<file path="config.mk">
export PLATFORM = sky130hd
export DESIGN_NAME = battery_cell_fault_monitor
export DESIGN_NICKNAME = d
export VERILOG_FILES = /design/src/rtl/core/bcfm_pkg.sv /design/src/rtl/core/battery_cell_fault_monitor.sv
export VERILOG_INCLUDE_DIRS = /design/src /design/src/rtl/core
export SDC_FILE = /design/constraint.sdc
export NUM_CORES = 1
export LEC_CHECK = 0
export ABC_AREA = 0
export BUFFER_PORTS_ARGS = -buffer_cell sky130_fd_sc_hd__buf_2
export CORE_MARGIN = 8
export CORE_UTILIZATION = 35
export CTS_BUF_LIST = sky130_fd_sc_hd__clkbuf_4
export CTS_CLUSTER_DIAMETER = 40
export CTS_CLUSTER_SIZE = 12
export DETAILED_ROUTE_END_ITERATION = 10
export RECOVER_POWER = 100
export SYNTH_ARGS = -nofsm -noshare
export SYNTH_HDL_FRONTEND = slang
export SYNTH_SLANG_ARGS = --single-unit
</file>
<file path="constraint.sdc">
create_clock -name i_clk -period 8.1 [get_ports i_clk]
set_clock_uncertainty 0.1 [all_clocks]
set_input_delay 1.215 -clock i_clk [delete_from_list [all_inputs] [get_ports i_clk]]
set_output_delay 1.215 -clock i_clk [all_outputs]
set_load 0.02 [all_outputs]
</file>
<file path="src/rtl/core/battery_cell_fault_monitor_assert.svh">
// ----------------------------------------------------------------------------
// battery cell fault monitor assertion macros
// concurrent checks that vanish when ASSERT_OFF is defined
// ----------------------------------------------------------------------------
`ifndef BATTERY_CELL_FAULT_MONITOR_ASSERT_SVH
`define BATTERY_CELL_FAULT_MONITOR_ASSERT_SVH

`ifndef ASSERT_OFF
// expression holds at every clock edge out of reset
`define BCFM_ASSERT(label, clk, rst_n, expr) \
    label: assert property (@(posedge clk) disable iff (!rst_n) (expr)) \
        else $error("%m: check failed");
// consequent holds in the same cycle as the antecedent
`define BCFM_ASSERT_IMP(label, clk, rst_n, ante, cons) \
    label: assert property (@(posedge clk) disable iff (!rst_n) (ante) |-> (cons)) \
        else $error("%m: check failed");
// consequent holds in the cycle after the antecedent
`define BCFM_ASSERT_NXT(label, clk, rst_n, ante, cons) \
    label: assert property (@(posedge clk) disable iff (!rst_n) (ante) |=> (cons)) \
        else $error("%m: check failed");
`else
`define BCFM_ASSERT(label, clk, rst_n, expr)
`define BCFM_ASSERT_IMP(label, clk, rst_n, ante, cons)
`define BCFM_ASSERT_NXT(label, clk, rst_n, ante, cons)
`endif

`endif

</file>
<file path="src/rtl/core/bcfm_pkg.sv">
`timescale 1ns / 1ps
`default_nettype none
// ----------------------------------------------------------------------------
// bcfm_pkg
// widths, codes and reset values of the battery cell fault monitor
// ----------------------------------------------------------------------------
package bcfm_pkg;

    localparam int VOLT_W   = 13;
    localparam int TEMP_W   = 12;
    localparam int CURR_W   = 24;
    localparam int LIMIT_W  = 23;
    localparam int FAULT_W  = 5;
    localparam int CFG_W    = 23;
    localparam int CFG_IDX_W = 3;
    localparam int IN_DATA_W  = 56;
    localparam int OUT_DATA_W = 16;

    typedef enum logic [1:0] {
        ACT_CELL    = 2'd0,
        ACT_CURRENT = 2'd1,
        ACT_CLEAR   = 2'd2,
        ACT_NONE    = 2'd3
    } t_action;

    localparam logic [CFG_IDX_W-1:0] CFG_OVER_VOLTAGE  = 3'd0;
    localparam logic [CFG_IDX_W-1:0] CFG_UNDER_VOLTAGE = 3'd1;
    localparam logic [CFG_IDX_W-1:0] CFG_OVER_TEMP     = 3'd2;
    localparam logic [CFG_IDX_W-1:0] CFG_DELTA_LIMIT   = 3'd3;
    localparam logic [CFG_IDX_W-1:0] CFG_OVER_CURRENT  = 3'd4;

    localparam int FLT_OV    = 0;
    localparam int FLT_UV    = 1;
    localparam int FLT_OT    = 2;
    localparam int FLT_DELTA = 3;
    localparam int FLT_OC    = 4;

    localparam logic [VOLT_W-1:0]        RST_OVER_VOLTAGE  = 13'd4200;
    localparam logic [VOLT_W-1:0]        RST_UNDER_VOLTAGE = 13'd2800;
    localparam logic signed [TEMP_W-1:0] RST_OVER_TEMP     = 12'sd600;
    localparam logic [VOLT_W-1:0]        RST_DELTA_LIMIT   = 13'd200;
    localparam logic [LIMIT_W-1:0]       RST_OVER_CURRENT  = 23'd300000;

    typedef struct packed {
        logic               sdc_closed;
        logic [FAULT_W-1:0] latched_faults;
        logic [FAULT_W-1:0] active_faults;
    } t_result;

endpackage
`default_nettype wire

</file>
<file path="src/rtl/core/battery_cell_fault_monitor.sv">
`timescale 1ns / 1ps
`default_nettype none
// ----------------------------------------------------------------------------
// battery_cell_fault_monitor
// per-cell limit checks, pack spread and current checks, latched faults
// ----------------------------------------------------------------------------
// Items enter on the s_axis channel: tuser carries the action (cell sample,
// current update, clear request), tlast marks the last cell of a scan, and
// tdata carries the cell voltage, cell temperature and raw pack current.
// One result leaves on m_axis for every last cell sample; other items give
// no result. Thresholds are written through the i_cfg port; the user is to
// write them only while idle; the block does not enforce it. An item is
// registered on entry in the input register and evaluated from there; a
// last cell sample's result goes into the result register, which drives
// m_axis. One item per cycle is sustained while no result waits untaken: the
// input and result registers each hold one item and move together.
// When the receiver holds m_axis_tready low with a result waiting, the
// input register fills and s_axis_tready drops until the result is taken.
// Synchronous reset loads the default thresholds, clears the latched faults
// and pending clear, zeroes the stored current and arms a new scan.
// ----------------------------------------------------------------------------
module battery_cell_fault_monitor
    import bcfm_pkg::*;
(
    input  wire logic                  i_clk,
    input  wire logic                  i_rst_n,
    input  wire logic                  i_cfg_we,
    input  wire logic [CFG_IDX_W-1:0]  i_cfg_addr,
    input  wire logic [CFG_W-1:0]      i_cfg_wdata,
    input  wire logic                  s_axis_tvalid,
    output logic                       s_axis_tready,
    // [12:0] cell_voltage, [24:13] cell_temp, [48:25] current_raw, [55:49] zero
    input  wire logic [IN_DATA_W-1:0]  s_axis_tdata,
    // [1:0] action
    input  wire logic [1:0]            s_axis_tuser,
    input  wire logic                  s_axis_tlast,
    output logic                       m_axis_tvalid,
    input  wire logic                  m_axis_tready,
    // [4:0] active_faults, [9:5] latched_faults, [10] sdc_closed, [15:11] zero
    output logic [OUT_DATA_W-1:0]      m_axis_tdata
);

    // configuration
    logic [VOLT_W-1:0]        r_over_voltage;
    logic [VOLT_W-1:0]        r_under_voltage;
    logic signed [TEMP_W-1:0] r_over_temp;
    logic [VOLT_W-1:0]        r_delta_limit;
    logic [LIMIT_W-1:0]       r_over_current;

    // input register
    logic                     r_in_valid;
    t_action                  r_action;
    logic [VOLT_W-1:0]        r_volt;
    logic signed [TEMP_W-1:0] r_temp;
    logic                     r_last;
    logic signed [CURR_W-1:0] r_curr_raw;

    // scan state
    logic signed [CURR_W-1:0] r_pack_current;
    logic signed [CURR_W-1:0] r_scan_current;
    logic                     r_clear_pending;
    logic [FAULT_W-1:0]       r_fault_latch;
    logic [2:0]               r_scan_faults;
    logic [VOLT_W-1:0]        r_max_volt;
    logic [VOLT_W-1:0]        r_min_volt;
    logic                     r_scan_start;

    // result register
    logic                     r_out_valid;
    t_result                  r_out;

    logic                     out_free;
    logic                     advance;
    logic                     is_cell;
    logic                     is_end;
    logic signed [CURR_W-1:0] n_scan_current;
    logic [2:0]               n_scan_faults;
    logic [VOLT_W-1:0]        n_max_volt;
    logic [VOLT_W-1:0]        n_min_volt;
    logic [VOLT_W-1:0]        base_max;
    logic [VOLT_W-1:0]        base_min;
    logic [VOLT_W-1:0]        spread;
    logic signed [CURR_W:0]   cur_ext;
    logic signed [CURR_W:0]   lim_pos;
    logic signed [CURR_W:0]   lim_neg;
    logic [FAULT_W-1:0]       active;
    logic [FAULT_W-1:0]       n_fault_latch;
    t_result                  n_out;

    assign out_free      = !r_out_valid || m_axis_tready;
    assign advance       = r_in_valid && out_free;
    assign s_axis_tready = !r_in_valid || out_free;

    assign is_cell = (r_action == ACT_CELL);
    assign is_end  = is_cell && r_last;

    always_comb begin
        // a scan's first cell seeds min/max and snapshots the current
        base_max       = r_scan_start ? r_volt : r_max_volt;
        base_min       = r_scan_start ? r_volt : r_min_volt;
        n_scan_current = r_scan_start ? r_pack_current : r_scan_current;
        n_scan_faults  = r_scan_start ? 3'b000 : r_scan_faults;
        if (r_volt > r_over_voltage) begin
            n_scan_faults[FLT_OV] = 1'b1;
        end
        if (r_volt < r_under_voltage) begin
            n_scan_faults[FLT_UV] = 1'b1;
        end
        if (r_temp > r_over_temp) begin
            n_scan_faults[FLT_OT] = 1'b1;
        end
        n_max_volt = (r_volt > base_max) ? r_volt : base_max;
        n_min_volt = (r_volt < base_min) ? r_volt : base_min;
        spread     = n_max_volt - n_min_volt;

        cur_ext = {n_scan_current[CURR_W-1], n_scan_current};
        lim_pos = signed'({2'b00, r_over_current});
        lim_neg = -lim_pos;

        active            = {2'b00, n_scan_faults};
        active[FLT_DELTA] = (spread > r_delta_limit);
        active[FLT_OC]    = (cur_ext > lim_pos) || (cur_ext < lim_neg);

        // a pending clear keeps only what is still active
        n_fault_latch = r_clear_pending ? active : (r_fault_latch | active);

        n_out.active_faults  = active;
        n_out.latched_faults = n_fault_latch;
        n_out.sdc_closed     = (n_fault_latch == '0);
    end

    always_ff @(posedge i_clk) begin
        if (!i_rst_n) begin
            r_over_voltage  <= RST_OVER_VOLTAGE;
            r_under_voltage <= RST_UNDER_VOLTAGE;
            r_over_temp     <= RST_OVER_TEMP;
            r_delta_limit   <= RST_DELTA_LIMIT;
            r_over_current  <= RST_OVER_CURRENT;
        end else if (i_cfg_we) begin
            case (i_cfg_addr)
                CFG_OVER_VOLTAGE: begin
                    r_over_voltage <= i_cfg_wdata[VOLT_W-1:0];
                end
                CFG_UNDER_VOLTAGE: begin
                    r_under_voltage <= i_cfg_wdata[VOLT_W-1:0];
                end
                CFG_OVER_TEMP: begin
                    r_over_temp <= signed'(i_cfg_wdata[TEMP_W-1:0]);
                end
                CFG_DELTA_LIMIT: begin
                    r_delta_limit <= i_cfg_wdata[VOLT_W-1:0];
                end
                CFG_OVER_CURRENT: begin
                    r_over_current <= i_cfg_wdata[LIMIT_W-1:0];
                end
                default: begin
                end
            endcase
        end
    end

    // input register
    always_ff @(posedge i_clk) begin
        if (!i_rst_n) begin
            r_in_valid <= 1'b0;
        end else if (s_axis_tready) begin
            r_in_valid <= s_axis_tvalid;
        end
    end

    always_ff @(posedge i_clk) begin
        if (s_axis_tready && s_axis_tvalid) begin
            r_action   <= t_action'(s_axis_tuser);
            r_volt     <= s_axis_tdata[12:0];
            r_temp     <= signed'(s_axis_tdata[24:13]);
            r_curr_raw <= signed'(s_axis_tdata[48:25]);
            r_last     <= s_axis_tlast;
        end
    end

    // scan state
    always_ff @(posedge i_clk) begin
        if (!i_rst_n) begin
            r_pack_current  <= '0;
            r_scan_current  <= '0;
            r_clear_pending <= 1'b0;
            r_fault_latch   <= '0;
            r_scan_faults   <= '0;
            r_max_volt      <= '0;
            r_min_volt      <= '0;
            r_scan_start    <= 1'b1;
        end else if (advance) begin
            case (r_action)
                ACT_CURRENT: begin
                    r_pack_current <= r_curr_raw;
                end
                ACT_CLEAR: begin
                    r_clear_pending <= 1'b1;
                end
                ACT_CELL: begin
                    r_scan_current <= n_scan_current;
                    r_scan_faults  <= n_scan_faults;
                    r_max_volt     <= n_max_volt;
                    r_min_volt     <= n_min_volt;
                    r_scan_start   <= r_last;
                    if (r_last) begin
                        r_fault_latch   <= n_fault_latch;
                        r_clear_pending <= 1'b0;
                    end
                end
                default: begin
                end
            endcase
        end
    end

    // result register
    always_ff @(posedge i_clk) begin
        if (!i_rst_n) begin
            r_out_valid <= 1'b0;
        end else if (advance && is_end) begin
            r_out_valid <= 1'b1;
        end else if (m_axis_tready) begin
            r_out_valid <= 1'b0;
        end
    end

    always_ff @(posedge i_clk) begin
        if (advance && is_end) begin
            r_out <= n_out;
        end
    end

    assign m_axis_tvalid = r_out_valid;
    assign m_axis_tdata  = {{(OUT_DATA_W - 2*FAULT_W - 1){1'b0}}, r_out};

`include "battery_cell_fault_monitor_assert.svh"

    `BCFM_ASSERT_IMP(a_sdc_matches_latch, i_clk, i_rst_n, r_out_valid, r_out.sdc_closed == (r_out.latched_faults == '0))
    `BCFM_ASSERT_IMP(a_active_in_latch, i_clk, i_rst_n, r_out_valid, (r_out.active_faults & ~r_out.latched_faults) == '0)
    `BCFM_ASSERT_IMP(a_min_below_max, i_clk, i_rst_n, !r_scan_start, r_min_volt <= r_max_volt)
    `BCFM_ASSERT_NXT(a_clear_consumed, i_clk, i_rst_n, advance && is_end, !r_clear_pending && r_scan_start)
    `BCFM_ASSERT_IMP(a_stall_only_when_full, i_clk, i_rst_n, !s_axis_tready, r_in_valid && r_out_valid)

endmodule
`default_nettype wire
</file>
Word-level counts from Yosys, hierarchy flattened

Index checks and enable logic that the tools add are counted.

Register bits: 223
Bits of input ports: 90
Output and inout port bits: 18
Word-level logic and storage cells: 78

Add/sub/neg operators: 2
Magnitude comparators: 8
Equal/unequal tests: 7
Muxes and demuxes: 14
Bitwise operators: 1
Reductions and logical operators: 23

Operator list:

| kind               | number |
|---|---|
| $mux 13            | 4 |
| $gt 13x13->1       | 3 |
| $lt 13x13->1       | 2 |
| $lt 24x25->1       | 1 |
| $neg 23->25        | 1 |
| $gt 24x24->1       | 1 |
| $mux 24            | 1 |
| $reduce_and 2->1   | 7 |
| $sub 13x13->13     | 1 |
| $gt 12x12->1       | 1 |
| $eq 3x2->1 const B | 2 |
| $mux 1             | 6 |
| $reduce_and 3->1   | 2 |
| $logic_not 5->1    | 1 |
| $mux 5             | 1 |
| $or 5x5->5         | 1 |
| $logic_and 1x1->1  | 4 |
| $reduce_bool 2->1  | 2 |
| $eq 3x1->1 const B | 1 |
| $eq 3x3->1 const B | 1 |
| $logic_not 3->1    | 1 |
| $logic_or 1x1->1   | 3 |
| $mux 3             | 1 |
| $eq 2x1->1 const B | 1 |
| 5 further kinds    | 6 |

Depth between registers and ports, before layout

Word-level depth: 8
Gate-level depth with buffers: 31
Mapped depth without buffers: 27

Worst setup path before layout

Ideal clock, no wire load.

Path kind: reg-to-reg
Start: register r_scan_start
End: register r_out (netlist bit m_axis_tdata[10]), data pin
Setup time: 176 ps
Arrival time: 6514 ps
Required time: 7824 ps
Slack: 1310 ps
Stages on the path, launching flop included: 28
Path buffers: 4
Period minus slack after synthesis: 6790 ps
Cell sequence: dfxtp_1 buf_4 clkbuf_1 clkbuf_1 buf_2 mux2i_1 ha_1 nand4_2 o21bai_1 o21ba_1 or4_4 nand2_2 nor2_1 a21oi_1 inv_1 fa_1 maj3_1 a211oi_2 a2111oi_2 o41ai_1 a21oi_1 xnor2_1 ha_1 a2111oi_0 a21oi_1 o31ai_1 o21ai_0 nor4_1

RTL lines:

| element                  | line                              | RTL |
|---|---|---|
| start: declaration       | battery_cell_fault_monitor.sv:66  | `logic r_scan_start;` |
| start signal: assignment | battery_cell_fault_monitor.sv:205 | `r_scan_start <= r_last;` |
| end signal: assignment   | battery_cell_fault_monitor.sv:230 | `r_out <= n_out;` |
| end: declaration         | battery_cell_fault_monitor.sv:70  | `t_result r_out;` |

==> impl_metrics.py <==
metrics = {
    "sta": {
        "rsz0062_at_grt": "false",
        "hold_slack_ns": 0.370,
        "hold_viol_final": 0,
        "min_period_ns": 7.30,
        "setup_viol_count_final": 0,
        "max_slew.worst_pin.slew_ns": 4.20,
        "fmax_ghz": 0.137,
        "timing.final.crit_share_pct": 90.2,
        "final_max_slew_viol_count": 261,
        "setup-tns-final_ns": 0,
        "slew_headroom_pct": -180,
    },
    "clocking": {
        "root_buffer": "clkbuf_4",
        "cts.clk_slew.worst_paths_ns": 0.10,
        "clk_path_buf_depth": 3,
        "cts.sinks": 223,
        "h-tree-depth": 2,
        "cts_setup_buffers": 0,
        "cts_tree": "yes",
        "clock_latency_ns": 0.69,
        "cts_resized": 0,
        "postCtsHoldBufs": 0,
        "cts_made_buffers": 39,
    },
    "worst_setup_path": {
        "required_ns": 8.49,
        "r2r_end": "m_axis_tdata[10]$_DFFE_PP_",
        "r2r-start": "r_scan_start$_SDFFE_PN1P_",
        "r2r_cells": 24,
        "crit_slowest_cell": "dfxtp_2",
        "path_class": "reg2reg",
        "crit_fanout": 18,
        "ff2ff_setup_slack_ns": 0.80,
        "critPathCapture": "m_axis_tdata[10]$_DFFE_PP_",
        "critPathMaxStageDelay_ns": 0.57,
        "critPathLaunchType": "register",
        "crit_arrival_ns": 7.69,
        "worstPathCellList": "buf_4 > mux2i_1 > ha_1 > nand4_2 > o21bai_1 > o21ba_1 > or4_4 > nand2_1 > mux2i_1 > ha_1 > fa_1 > maj3_1 > a211oi_2 > a2111oi_2 > o41ai_1 > a21oi_1 > xnor2_1 > ha_1 > a2111oi_0 > a21oi_1 > o31ai_1 > buf_4 > o21ai_0 > nor4_1",
        "cp_common_cell": "ha_1",
        "crit_start": "r_scan_start$_SDFFE_PN1P_",
        "worst_setup_path_end_kind": "register",
    },
    "synth": {
        "synth_area_um2": 12800,
        "yosysSeqAreaShare_pct": 39.9,
        "syn_avg_cell_area_um2": 8.98,
        "synth_ff_type": "dfxtp_1",
        "synth_top_area_share_pct": 25.1,
        "syn_inst": 1421,
        "synth_area_leaders": "dfxtp_1 25%, edfxtp_1 15%, ha_1 13%",
        "synth_edf_count": 63,
        "synth-seq-cells": 223,
        "yosys_warnings": 0,
        "yosysTopAreaCell": "dfxtp_1",
        "ys_async_sr_fraction_pct": 0,
        "ys_types": 72,
    },
    "detailed_routing": {
        "wl_per_cell_um": 15.7,
        "viasPerCell": 4.99,
        "vias": 10000,
        "drtPass1Iterations": 5,
        "antenna_left": 0,
        "drt_iter0_drc": 477,
        "drc": 0,
        "drt_wl_total_um": 31600,
    },
    "power_and_ir_drop": {
        "combPwrFrac_pct": 20.4,
        "p_clk_share_pct": 32.3,
        "p_int_w": 0.00176,
        "leakagePower_nw": 5.87,
        "switching_share_pct": 31.2,
        "powerDensity_nw_per_um2": 181,
        "pwr-share-seq_pct": 47.3,
        "vdd_drop_max_uv": 94.6,
        "power_switching_w": 0.000801,
    },
    "global_routing": {
        "gr-usage-all-layers_pct": 14.8,
        "antenna_found_initial": 4,
        "grt_max_degree": 108,
        "grt_pass1_wl_um": 50700,
        "grt_overflow": 0,
        "grt_pass1_vias": 9720,
    },
    "die": {
        "die_w_um": 207,
        "rows": 70,
        "dieArea_um2": 42800,
        "core_um2": 36300,
        "initial_utilization_pct": 35.2,
        "io_pins": 108,
        "die_h_um": 207,
    },
    "cells_and_area": {
        "layout_commonest_cell": "nand2_1",
        "drive_gt1_share_pct": 13.6,
        "layout_common_cells": "307 x nand2_1, 159 x dfxtp_1, 132 x ha_1",
        "area_growth_syn_to_layout_pct": 11.3,
        "nNetsFinal": 1734,
        "fillers": 3741,
    },
    "run_status": {
        "violations": "capacitance limit, slew limit",
        "status": "finished, violations left",
    },
    "placement": {
        "place_congestion": 0.862,
        "place.detailed.hpwl_um": 23100,
        "port_buffers": 95,
    },
    "job": {
        "max-cap-violations": 4,
    },
    "min_path": {
        "hp-class": "reg2reg",
    },
}
==> through the flow <==
stage	util, %	cell area (um^2)	instances	worst slack [ns]	total power, W
6_report	39.2	14200	2011	0.797	0.00256
5_1_grt	39.2	14200	2011	0.244	0.00274
4_1_cts	39.3	14200	2010	1.03	0.00261
3_5_place_dp	37.8	13700	1938	1.05	0.00176
3_3_place_gp	37.8	13700	1938	1.13	0.00175
2_1_floorplan	-	12800	1425	1.31	0.00161
==> cell families after synthesis <==
family                     count (synthesis)  synth area share (%)
AOI/OAI and AO/OA                        336                  18.6
xor gates and xnor gates                  34                  2.33
adders and majority gates                135                  13.3
buffers and inverters                    170                  5.25
DFF                                      223                  39.9
muxes                                     50                  4.19
other                                      1                0.0294
and+or+nand+nor                          472                  16.4
==> per-layer routing <==
layer | part of all wire [%] | global-route usage [%]
met5 | 0.11 | 0
met4 | 1.9 | 4.06
met3 | 5.1 | 3.20
met2 | 44 | 23.4
met1 | 49 | 20.3
==> registers in the layout, summed over array words and instances, names as in the netlist, 2 cells and up <==
name and flops:
r_over_temp 12, r_scan_current 24, r_pack_current 24, r_over_voltage 13, r_over_current 23, r_action 2
r_min_volt 13, r_temp 12, m_axis_tdata 11, r_max_volt 13, r_under_voltage 13, r_fault_latch 5
r_delta_limit 13, r_volt 13, r_curr_raw 24, r_scan_faults 3
==> worst min path at each step <==
stage	from	end	slack, ns	cells after the start
floorplan	r_scan_faults[0]$_SDFFE_PN0P_	r_scan_faults[0]$_SDFFE_PN0P_	0.34	2
global placement	r_scan_current[12]$_SDFFE_PN0P_	r_scan_current[12]$_SDFFE_PN0P_	0.35	2
detailed placement	r_pack_current[18]$_SDFFE_PN0P_	r_pack_current[18]$_SDFFE_PN0P_	0.36	2
CTS	r_scan_current[11]$_SDFFE_PN0P_	r_scan_current[11]$_SDFFE_PN0P_	0.37	2
global route	r_scan_current[11]$_SDFFE_PN0P_	r_scan_current[11]$_SDFFE_PN0P_	0.38	2
finish	r_max_volt[8]$_SDFFE_PN0P_	r_max_volt[8]$_SDFFE_PN0P_	0.37	2
==> Yosys cell counts, types with 3 or more instances <==
cell / count
buf_1: 3
buf_4: 7
or2_2: 3
ha_1: 132
o211ai_1: 29
xor2_1: 5
o31ai_1: 4
mux2i_1: 23
o21a_1: 16
nor2b_1: 17
clkbuf_1: 53
o21ai_0: 50
nor3b_1: 3
a21oi_1: 51
nand4_1: 16
a21boi_0: 114
nand3_1: 16
nand2_1: 306
xnor2_1: 29
and2_1: 16
mux2_2: 27
o41ai_1: 3
dfxtp_1: 160
nor2_1: 45
nor3_1: 14
o211a_1: 4
a22oi_1: 4
a211oi_1: 5
edfxtp_1: 63
a211oi_2: 3
nand2b_1: 8
nor4_1: 10
o21bai_1: 4
o32ai_1: 4
a21o_1: 21
inv_1: 104
==> critical path: cells and delay by family (launching register included) <==
| family | cells | cell delay, ns |
|---|---|---|
| AO/OA/AOI/OAI | 10 | 2.05 |
| XOR/XNOR | 1 | 0.14 |
| adder cells (fa/ha/maj) | 5 | 1.61 |
| buffers and inverters | 2 | 0.52 |
| flip-flops | 1 | 0.57 |
| multiplexers | 2 | 0.64 |
| AND/OR/NAND/NOR | 4 | 1.45 |
==> power groups by stage <==
stage | sequential (W) | clock (W) | combinational, W
2_1_floorplan | 0.00123 | 0 | 0.000380
3_3_place_gp | 0.00124 | 0 | 0.000510
3_5_place_dp | 0.00124 | 0 | 0.000524
4_1_cts | 0.00121 | 0.000870 | 0.000527
5_1_grt | 0.00122 | 0.000926 | 0.000592
6_report | 0.00121 | 0.000828 | 0.000523
==> cell type report <==
| type | instances | area (um^2) | share of cell area (%) |
|---|---|---|---|
| diodes | 1 | 2.50 | 0.0176 |
| clock buffers | 44 | 330 | 2.33 |
| clock inverters | 28 | 220 | 1.55 |
| inverters | 105 | 397 | 2.79 |
| multi-input cells | 1032 | 7010 | 49.4 |
| flip-flops and latches | 223 | 5100 | 35.9 |
| well taps | 468 | 586 | 4.12 |
| repair buffers | 110 | 552 | 3.89 |
No activity file was read; power rests on OpenSTA's default activity.
